`src/rtl/sdfcb_pkg.sv`:
```
package sdfcb_pkg;

   // Configuration port geometry and register indexes.
   localparam int CsrIndexW = 2;
   localparam int CsrDataW  = 24;
   localparam logic [CsrIndexW-1:0] CSR_FG_COLOR     = 2'd0;
   localparam logic [CsrIndexW-1:0] CSR_EDGE_VALUE   = 2'd1;
   localparam logic [CsrIndexW-1:0] CSR_SMOOTH_WIDTH = 2'd2;

   // Register values after reset.
   localparam logic [23:0] FgColorReset     = 24'hffffff;
   localparam logic [7:0]  EdgeValueReset   = 8'd180;
   localparam logic [7:0]  SmoothWidthReset = 8'd40;

   // Ramp division: a 24-bit numerator over the 8-bit width gives a 0.16 ramp position.
   localparam int NumW      = 24;
   localparam int QuoW      = 16;
   localparam int DivSteps  = 4;
   localparam int DivStages = QuoW / DivSteps;

   // Smoothstep and blend constants.
   localparam logic [17:0] SmoothThree = 18'd196608;
   localparam logic [7:0]  AlphaMax    = 8'd255;
   localparam logic [15:0] BlendRound  = 16'd128;
   localparam logic [15:0] Recip255    = 16'h8081;
   localparam logic [31:0] AlphaOpaque = 32'hff000000;

   // Input word as it enters the pipeline.
   typedef struct packed {
      logic [7:0]  tl;
      logic [7:0]  tr;
      logic [7:0]  bl;
      logic [7:0]  br;
      logic [7:0]  fx;
      logic [7:0]  fy;
      logic [23:0] dest;
   } sdfcb_texel_type;

   // Word inside the divider: partial remainder, dividend bits and quotient bits.
   typedef struct packed {
      logic        covered;
      logic        full;
      logic [7:0]  rem;
      logic [15:0] quo;
      logic [23:0] dest;
   } sdfcb_div_type;

   // Word after the coverage alpha is known.
   typedef struct packed {
      logic        covered;
      logic [7:0]  alpha;
      logic [23:0] dest;
   } sdfcb_alpha_type;

endpackage

```
`src/rtl/sdfcb_blend.sv`:
```
module sdfcb_blend
   import sdfcb_pkg::*;
(
   input  logic            clock,
   input  logic            reset,
   input  logic [23:0]     fg_color,
   input  logic            in_valid,
   output logic            in_ready,
   input  sdfcb_alpha_type in_word,
   output logic            out_valid,
   input  logic            out_ready,
   output logic [31:0]     out_pixel,
   output logic            pixel_written
);

   logic        valid1_ff, valid2_ff, valid3_ff;
   logic        en1, en2, en3;
   logic        cov1_ff, cov2_ff;
   logic [15:0] yf1_in [3];
   logic [15:0] yd1_in [3];
   logic [15:0] yf1_ff [3];
   logic [15:0] yd1_ff [3];
   logic [31:0] pf, pd;
   logic [7:0]  qf2_in [3];
   logic [7:0]  qd2_in [3];
   logic [7:0]  qf2_ff [3];
   logic [7:0]  qd2_ff [3];
   logic [8:0]  sum;
   logic [7:0]  chan [3];
   logic [31:0] pixel3_in, pixel3_ff;
   logic        written3_ff;

   assign en3      = !valid3_ff || out_ready;
   assign en2      = !valid2_ff || en3;
   assign en1      = !valid1_ff || en2;
   assign in_ready = en1;

   // Stage 1: weighted channel terms with the rounding offset; lane 0 is blue.
   always_comb begin
      for (int c = 0; c < 3; c++) begin
         yf1_in[c] = 16'(fg_color[8*c +: 8]) * 16'(in_word.alpha) + BlendRound;
         yd1_in[c] = 16'(in_word.dest[8*c +: 8]) * 16'(AlphaMax - in_word.alpha)
                     + BlendRound;
      end
   end

   // Stage 2: divide each term by 255 through a reciprocal multiply.
   always_comb begin
      pf = '0;
      pd = '0;
      for (int c = 0; c < 3; c++) begin
         pf        = 32'(yf1_ff[c]) * 32'(Recip255);
         pd        = 32'(yd1_ff[c]) * 32'(Recip255);
         qf2_in[c] = pf[30:23];
         qd2_in[c] = pd[30:23];
      end
   end

   // Stage 3: add, saturate and pack; an uncovered pixel reads as zero.
   always_comb begin
      sum = '0;
      for (int c = 0; c < 3; c++) begin
         sum     = 9'(qf2_ff[c]) + 9'(qd2_ff[c]);
         chan[c] = sum[8] ? AlphaMax : sum[7:0];
      end
      pixel3_in = cov2_ff ? (AlphaOpaque | {8'h00, chan[2], chan[1], chan[0]}) : '0;
   end

   always_ff @(posedge clock) begin
      if (reset) begin
         valid1_ff <= 1'b0;
         valid2_ff <= 1'b0;
         valid3_ff <= 1'b0;
      end else begin
         if (en1) valid1_ff <= in_valid;
         if (en2) valid2_ff <= valid1_ff;
         if (en3) valid3_ff <= valid2_ff;
      end
   end

   always_ff @(posedge clock) begin
      if (en1) begin
         yf1_ff  <= yf1_in;
         yd1_ff  <= yd1_in;
         cov1_ff <= in_word.covered;
      end
      if (en2) begin
         qf2_ff  <= qf2_in;
         qd2_ff  <= qd2_in;
         cov2_ff <= cov1_ff;
      end
      if (en3) begin
         pixel3_ff   <= pixel3_in;
         written3_ff <= cov2_ff;
      end
   end

   assign out_valid     = valid3_ff;
   assign out_pixel     = pixel3_ff;
   assign pixel_written = written3_ff;

endmodule

```
`config.mk`:
```
export PLATFORM = sky130hd
export DESIGN_NAME = sdfcb_blend
export DESIGN_NICKNAME = d
export VERILOG_FILES = /design/src/rtl/sdfcb_pkg.sv /design/src/rtl/sdfcb_blend.sv
export SDC_FILE = /design/constraint.sdc
export NUM_CORES = 1
export LEC_CHECK = 0
export ABC_AREA = 1
export BUFFER_PORTS_ARGS = -buffer_cell sky130_fd_sc_hd__buf_2
export CORE_ASPECT_RATIO = 0.75
export CORE_MARGIN = 4
export CORE_UTILIZATION = 59
export CTS_CLUSTER_SIZE = 14
export DETAILED_ROUTE_END_ITERATION = 7
export MAX_ROUTING_LAYER = met4
export PLACE_DENSITY = 0.87
export SLEW_MARGIN = 20
export SYNTH_ARGS = -nofsm -noshare
export SYNTH_HDL_FRONTEND = slang
export SYNTH_SLANG_ARGS = --single-unit
```
`constraint.sdc`:
```
create_clock -name clock -period 5.25 [get_ports clock]
set_clock_uncertainty 0.2 [all_clocks]
set_input_delay 1.05 -clock clock [delete_from_list [all_inputs] [get_ports clock]]
set_output_delay 1.05 -clock clock [all_outputs]
set_load 0.02 [all_outputs]
```
* Yosys cells after proc, flatten, opt, wreduce, memory -nomap -nowiden
Index checks and enable logic that the tools add are counted.
** Operators by class
- Muxes and demuxes :: 4
- $mul :: 12
- Add/subtract/negate cells :: 10
- Reduce and logical (&&, ||, !) cells :: 6
** Operators with widths (number)
- $mul 16x16->31 const B :: 6
- $add 16x8->16 const B :: 6
- $mul 8x8->16 :: 3
- $mul 8x16->16 :: 2
- $mux 32 :: 1
- $add 8x8->9 :: 3
- $mux 8 :: 3
- $mul 9x9->16 :: 1
- $sub 8x8->9 const A :: 1
- $logic_not 1->1 :: 3
- $logic_or 1x1->1 :: 3
** Word-level totals
- Input port bits :: 61
- Register bits :: 182
- Word-level logic and storage cells :: 52
- Output and inout port bits :: 35

* Depth between registers and ports, before layout
Gate-level depths: netlist (run 1).
- Depth in word-level cells :: 4
- Mapped depth :: 21
- Mapped depth without buffers :: 19

* Worst setup path before layout (run 1)
OpenSTA, ideal clock, no wires.
- Kind :: input port to flip-flop
- Start point :: input port in_word[25] (netlist bit)
- End point :: register yd1_ff[15] (netlist bit), data pin
- Slack :: -419 ps
- Data required time :: 4792 ps
- Cell stages on the path :: 20
- Buffers on the path :: 2
- Arrival :: 5211 ps
- Library setup time :: 258 ps
- Cell sequence :: clkbuf_1 -> inv_1 -> clkbuf_1 -> nand2_1 -> fa_1 -> inv_1 -> fa_1 -> inv_1 -> fa_1 -> inv_1 -> fa_1 -> fa_1 -> ha_1 -> nand3_1 -> nand2_1 -> nand4_1 -> a21oi_1 -> nor2_1 -> nand2_1 -> nand2_1
** RTL lines
- start, declared :: RTL line sdfcb_blend.sv:9 : input sdfcb_alpha_type in_word,
- end signal, assigned :: RTL line sdfcb_blend.sv:84 : yd1_ff <= yd1_in;
- end, declared :: RTL line sdfcb_blend.sv:22 : logic [15:0] yd1_ff [3];

==> results of run 1 <==
final cells by class:
class,instances,share of cell area
clock inverter,12,0.006580
inverter,741,0.08775
multi-input combinational,2714,0.6630
clock buffer,18,0.01351
timing repair buffer,190,0.03979
tap,648,0.02553
antenna,3,0.0002364
sequential,174,0.1636
worst paths after layout:
| check | to | slack, ns | startpoint |
|---|---|---|---|
| worst max-delay path | yd1_ff[44] | 0.26 | in_word[29] |
| worst min-delay path | cov2_ff | 0.23 | cov1_ff |
| worst max register to register | qf2_ff[3] | 1.58 | yf1_ff[13] |
| worst min register to register | cov2_ff | 0.23 | cov1_ff |
synthesized netlist by cell type, types with 2 or more instances:
master,number,area (um2)
or2_2,2,12.51
dfxtp_1,3,60.06
and2_1,6,37.54
inv_1,738,2770
o21ai_1,5,25.02
nor3_2,7,70.07
buf_1,6,22.52
xor2_1,50,437.9
o21bai_1,23,172.7
edfxtp_1,171,5135
nand3_1,127,635.6
nor2_1,341,1280
a31oi_1,3,18.77
buf_4,8,60.06
clkbuf_1,46,172.7
nand3b_1,5,37.54
o21ai_0,87,435.4
a21boi_0,3,22.52
clkinv_1,2,7.510
a21oi_1,190,950.9
nand2_2,9,56.30
o21ai_2,2,17.52
xnor2_1,31,271.5
o21a_1,7,52.55
buf_2,7,35.03
nand2_1,835,3134
nor3_1,24,120.1
nand4_1,53,331.6
nand3_2,2,20.02
a21o_1,10,75.07
o211ai_1,2,15.01
ha_1,649,8120
a31oi_4,2,42.54
clkbuf_2,5,25.02
fa_1,226,4524
nor2_2,9,56.30
per-layer routing:
metal / vias up / wire [um] / track usage
met5: - / 0 / -
met4: 0 / 949 / 0.05638
met3: 77 / 6766 / 0.05980
met2: 972 / 29210 / 0.3922
met1: 11250 / 34220 / 0.4137
li1: 12080 / - / -
through the flow:
stage | setup slack, ns | hold slack [ns]
after CTS | 0.3209 | 0.2381
after global placement | -0.05701 | 0.2047
final | 0.2642 | 0.2317
after global routing | 0.1067 | 0.2507
after detailed placement | -0.1472 | 0.2257
after floorplan | -0.04861 | 0.2003
kinds of logic (layout without fill, tap and decap cells):
logic type / Yosys count / after routing / synth area share
AO/OA/AOI/OAI: 335 / 335 / 0.06263
XOR/XNOR: 81 / 81 / 0.02421
adder cells (fa/ha/maj): 875 / 875 / 0.4314
buffers and inverters: 813 / 961 / 0.1057
flip-flops: 174 / 174 / 0.1773
other: 0 / 3 / 0
AND/OR/NAND/NOR: 1423 / 1423 / 0.1988
power breakdown:
part           switching (mW)  internal [mW]  total (mW)
Sequential              0.644           2.52        3.16
Combinational            8.83           5.40        14.2
Clock                   0.559          0.844        1.40
registers in the layout, indices dropped and copies added (netlist names):
register,count
cov1_ff,1
cov2_ff,1
out_pixel,25
out_valid,1
qd2_ff,24
qf2_ff,24
valid1_ff,1
valid2_ff,1
yd1_ff,48
yf1_ff,48
==> results.cfg, run 1 <==
[final_layout]
final_common_cell = nand2_1
fin_nets = 4774
fill_cells = 3949
finalNonFillerCells = 4500
fin_util = 0.6486
drive_above_1_share = 0.06885
area_growth_syn_to_layout_pct = 8.351
seq_area_um2 = 5195
fin_area_um2 = 31760
multiInputGateArea_um2 = 21050
layout_common_cells = nand2_1 (831), inv_1 (734), ha_1 (648)

[yosys]
synthesis.nets = 4637
ys_async_sr_fraction = 0
ys_types = 41
synth-main-ff-cell = edfxtp_1
synth_area_um2 = 29310
yosys_register_bits = 174
ys_warn_count = 0
synthCells = 3701
syn_area_per_cell_um2 = 7.919
synth_edf_count = 171
ys_seq_area_frac = 0.1773

[global_route]
antenna_found_initial = 3
track_usage = 0.2782
overflow = 0
grt_pass1_wl_mm = 118.0
grt_max_degree = 65
grt_pass1_vias = 23720

[pwr]
ir_worst_vdd_uv = 358.8
power.density_nw_per_um2 = 592.1
p_leak_nw = 18.55
fin_total_pwr_mw = 18.80

[route]
wire_per_inst_um = 15.81
ant_nets = 0
avgViaCountPerCell = 5.418
routed-via-count = 24380
drt_first_iter_violations = 2268
drtPass1Iterations = 8
routed_wl_mm = 71.14
drc = 0

[floorplanning]
core_area_um2 = 48960
num_rows = 70
pin_count = 96
die-area_um2 = 53340
start_util = 0.5986
die_w_um = 265.4
chipHeight_um = 201.0

[sta]
tns_ns = 0
rsz0062_at_grt = no
slew_violations = 0
slew_headroom = 0.3165
period_minus_slack_ns = 4.986
hold_viol = 0
post-route-period-util = 0.9497
fmax_mhz = 200.6
tightestPinTransition_ns = 1.024
setup_viol = 0

[run]
drv_cap = 0

[worst_setup_path]
cp_top_family = adder cells
crit_type = in2reg
path_cells = buf_2, clkinv_1, nand2_1, fa_1, fa_1, inv_1, fa_1, inv_1, fa_1, inv_1, ha_1, a21oi_1, o21ai_0, nor2_1, nor2_1, nor2_1, xor2_1
crit_cells = 17
crit_fanout = 10
path_buf_inv = 5
crit_path_end_kind = flop
critPathMaxStageDelay_ns = 0.53
r2r_cells = 15
critPathMostFrequentCell = fa_1
worst_setup_path_start_kind = input port
cp.required_ns = 5.25
cp.arrival_ns = 4.99
crit_slowest_cell = fa_1

[run_status]
status = completed

[clock_tree]
holdBufCountCts = 0
clk_pin_slew_ns = 0.07
cts_root_buffer = clkbuf_16
cts_tree = done
clockBufferDepth = 2
insertion_delay_ns = 0.47
clock-sinks = 174
post_cts_buffers = 0
cts_resized = 0
h-tree-depth = 4
cts-buffers-inserted = 17

[place]
gp_congestion = 1.015
portBuffers = 95
dpl.hpwl_mm = 60.98
dpl_cell_area_um2 = 31110
dp.cells = 4467

[worst_hold_path]
worstHoldPathCells = 0
hold_class = reg2reg
No activity file was read; power rests on OpenSTA's default activity.
==> inputs of run 2 (changes only) <==
Settings changed: CORE_UTILIZATION 59 to 45, PLACE_DENSITY 0.87 to 0.71.
==> run 2 against run 1 <==
  * Sequential power barely moved
  * Die area rose by 30%
  * Final cell count rose by 5.1%
  * Highest routed layer unchanged
  * Core utilization fell by 15 points
  * Worst setup slack improved by 0.066 ns
  * Combinational power barely moved
  * First-iteration DRC count fell by 19%
  * Critical path depth rose by 2
  * Via count fell by 2.5%
==> results.cfg, run 2 (synthesis results as in run 1) <==
[run_status]
status = completed

[final_layout]
layout_common_cells = nand2_1 (831), inv_1 (734), ha_1 (648)
final_common_cell = nand2_1
fin_util = 0.5007
fin_area_um2 = 32070
drive_above_1_share = 0.07344
finalNonFillerCells = 4729
area_growth_syn_to_layout_pct = 9.439
fin_nets = 4790

[route]
drtPass1Iterations = 5
wire_per_inst_um = 14.87
routed-via-count = 23770
avgViaCountPerCell = 5.026
drt_first_iter_violations = 1833
drc = 0
routed_wl_mm = 70.32
ant_nets = 0

[worst_setup_path]
cp.required_ns = 5.28
critPathMaxStageDelay_ns = 0.55
crit_slowest_cell = fa_1
worst_setup_path_start_kind = input port
r2r_setup_slack_ns = 1.59
cp.arrival_ns = 4.95
critPathMostFrequentCell = fa_1
path_cells = buf_2, inv_2, nand2_1, fa_1, inv_1, fa_1, inv_1, fa_1, inv_1, fa_1, fa_1, ha_4, nand3_2, nand2_2, nand4_1, a21oi_1, nor2_1, nand2_1, nand2_1
crit_path_end_kind = flop
crit_fanout = 4
crit_type = in2reg

[pwr]
p_leak_nw = 18.60
power.density_nw_per_um2 = 580.6
ir_worst_vdd_uv = 297.2

[global_route]
overflow = 0
track_usage = 0.2150
grt_max_degree = 51
grt_pass1_vias = 22800
antenna_found_initial = 2
grt_pass1_wl_mm = 116.9

[sta]
hold_viol = 0
fmax_mhz = 203.2
timing.hold.ws_ns = 0.2246
period_minus_slack_ns = 4.920
slew_violations = 0
setup_viol = 0
tns_ns = 0
slew_headroom = 0.3340
rsz0062_at_grt = no
tightestPinTransition_ns = 0.9976
post-route-period-util = 0.9372

[clock_tree]
holdBufCountCts = 0
cts_resized = 0
clk_pin_slew_ns = 0.07
insertion_delay_ns = 0.48
cts-buffers-inserted = 17
h-tree-depth = 4
post_cts_buffers = 0
cts_root_buffer = clkbuf_16
clockBufferDepth = 2
cts_tree = done
clock-sinks = 174

[place]
dpl.hpwl_mm = 61.40
gp_congestion = 0.9757
dpl_cell_area_um2 = 31470
dp.cells = 4696
portBuffers = 95

[floorplanning]
num_rows = 80
die-area_um2 = 69320
start_util = 0.4575
core_area_um2 = 64060
pin_count = 96
chipHeight_um = 229.0
die_w_um = 302.7

[run]
drv_cap = 0

[worst_hold_path]
hold_class = reg2reg
-- run 2: power by group --
group          internal (mW)  switching (mW)  total (mW)
Clock                  0.677           0.636        1.31
Sequential              2.51           0.649        3.16
Combinational           5.45            8.69        14.1
Total                   8.65            9.98        18.6
-- run 2: area by class of cell --
type	count	area, um2
antenna	1	2.502
clock buffer	17	425.4
clock inverter	15	175.2
fill	6143	31990
inverter	741	2786
multi-input combinational	2714	21050
sequential	174	5195
tap	861	1077
timing repair buffer	206	1359
-- run 2: worst paths after layout --
check,startpoint,endpoint,cells after the start
worst max register to register,yd1_ff[12],qd2_ff[7],12
worst max-delay path,in_word[27],yd1_ff[15],19
worst min register to register,cov1_ff,cov2_ff,0
worst min-delay path,cov1_ff,cov2_ff,0
-- run 2: stage by stage --
stage	total power [mW]	setup WS, ns
2_1_floorplan	13.16	-0.04861
3_3_place_gp	16.86	-0.1530
3_5_place_dp	17.07	-0.1959
4_1_cts	18.56	0.3370
5_1_grt	21.02	0.09334
6_report	18.62	0.3298
-- run 2: worst max-delay path: cells and delay by family --
family	cells	cell delay [ns]
adder cells (fa/ha/maj)	6	2.80
AND/OR/NAND/NOR	7	0.50
buffers and inverters	5	0.37
AO/OA/AOI/OAI	1	0.20
-- run 2: per-layer routing --
metal  share of wire  track usage
met1            0.52       0.3326
met2            0.38       0.2873
met3           0.082      0.04819
met4          0.0098      0.03518
met5               0            -
==> inputs of run 3 (changes only) <==
Settings changed: CORE_MARGIN 4 to not set, PLACE_DENSITY 0.71 to 0.69.
Clock period 5.25 ns to 5.44 ns, I/O delays scaled along.
==> run 3 against run 2 <==
  * Clock power hardly changed
  * Combinational power is 4% lower
  * First-iteration DRC count is 2.2% higher
  * Sequential power is 3% lower
  * Largest power group unchanged
  * Flip-flop and latch count stayed put
  * Register-to-register slack better by 0.31 ns
  * Critical endpoint is now yf1_ff[44]
  * Hold slack hardly changed
  * Final area is 0.87% lower
==> results.cfg, run 3 (synthesis results as in run 1) <==
[run_status]
status = completed

[final_layout]
multiInputGateArea_um2 = 21040
fin_util = 0.4971
layout_common_cells = nand2_1 (833), inv_1 (735), ha_1 (648)
fill_cells = 6120
fin_nets = 4740
final_common_cell = nand2_1
seq_area_um2 = 5195
area_growth_syn_to_layout_pct = 8.491
drive_above_1_share = 0.06026

[clock_tree]
holdBufCountCts = 0
h-tree-depth = 4
insertion_delay_ns = 0.49
cts_root_buffer = clkbuf_16
clk_pin_slew_ns = 0.07
clock-sinks = 174
cts_resized = 0
cts-buffers-inserted = 17
post_cts_buffers = 0
clockBufferDepth = 2
cts_tree = done

[sta]
tns_ns = 0
fmax_mhz = 199.7
tightestPinTransition_ns = 1.036
setup_ws_ns = 0.4336
setup_viol = 0
slew_violations = 0
rsz0062_at_grt = no
timing.hold.ws_ns = 0.2244
period_minus_slack_ns = 5.006
slew_headroom = 0.3083
post-route-period-util = 0.9203
hold_viol = 0

[worst_setup_path]
crit_slowest_cell = fa_1
crit_fanout = 18
worst_setup_path_start_kind = input port
r2r-start = yd1_ff[45]
cp.required_ns = 5.47
path_buf_inv = 5
critPathMostFrequentCell = fa_1
crit_path_end_kind = flop
cp.arrival_ns = 5.04
cp_top_family = adder cells
critPathLaunch = in_word[26]
critPathMaxStageDelay_ns = 0.55
crit_type = in2reg
path_cells = buf_2, buf_4, nand2_1, fa_1, fa_1, inv_1, fa_1, inv_1, fa_1, inv_1, ha_1, nand2_1, o21ai_0, nor2_1, nor2_1, nor2_1, xnor2_1

[place]
dp_slack_ns = -0.06376
dpl.hpwl_mm = 60.78
gp_congestion = 0.9527
portBuffers = 95

[pwr]
ir_worst_vdd_uv = 330.0
clock_power_share = 0.072
fin_total_pwr_mw = 17.83
combPwrFrac = 0.755
p_int_mw = 8.186
switchingPower_mw = 9.646
pwr-share-seq = 0.173
power.density_nw_per_um2 = 560.8
p_sw_frac = 0.5409
p_leak_nw = 18.40

[global_route]
grt_pass1_vias = 22460
antenna_found_initial = 2
track_usage = 0.2287
overflow = 0
grt_max_degree = 60
grt_pass1_wl_mm = 116.0

[floorplanning]
pin_count = 96
chipHeight_um = 223.0
core_area_um2 = 63960
num_rows = 80
die-area_um2 = 66170
die_w_um = 296.7
start_util = 0.4582

[worst_hold_path]
hold_class = reg2reg
hold_path.startpoint = cov1_ff

[route]
drt_first_iter_violations = 1873
routed-via-count = 23660
routed_wl_mm = 70.74
drtPass1Iterations = 6
ant_nets = 0
wire_per_inst_um = 15.12
drc = 0
avgViaCountPerCell = 5.056

[run]
drv_cap = 0
run 3: stage by stage:
| step | instance area [um2] | cells |
|---|---|---|
| detailed placement | 31200 | 4646 |
| global placement | 31200 | 4646 |
| CTS | 31790 | 4678 |
| global route | 31800 | 4679 |
| finish | 31800 | 4679 |
| floorplan | 29390 | 3701 |
run 3: final timing paths:
check | slack [ns] | cells after the start | end
worst max-delay path | 0.43 | 17 | yf1_ff[44]
worst min-delay path | 0.22 | 0 | cov2_ff
worst max register to register | 1.90 | 13 | qd2_ff[19]
worst min register to register | 0.22 | 0 | cov2_ff
run 3: routing by layer:
metal  wire, um  vias up  GRT usage
met3       4953       56    0.03417
met4        763        0    0.04656
met5          0        -          -
met1      38720    10890     0.3630
met2      26300      688     0.2988
li1           -    12020          -
run 3: area by class of cell:
| type | instances | area share |
|---|---|---|
| clock buffers | 17 | 0.01338 |
| flip-flops and latches | 174 | 0.1634 |
| well taps | 861 | 0.03388 |
| diodes | 1 | 0.00007870 |
| repair buffers | 156 | 0.03447 |
| multi-input cells | 2714 | 0.6618 |
| inverters | 741 | 0.08755 |
| clock inverters | 15 | 0.005430 |
run 3: power groups by stage:
stage               sequential, mW  clock [mW]  combinational (mW)
finish                        3.08        1.28                13.5
global route                  3.14        1.35                15.5
CTS                           3.07        1.31                13.4
detailed placement            3.09           0                13.2
global placement              3.09           0                13.0
floorplan                     2.82           0                9.87
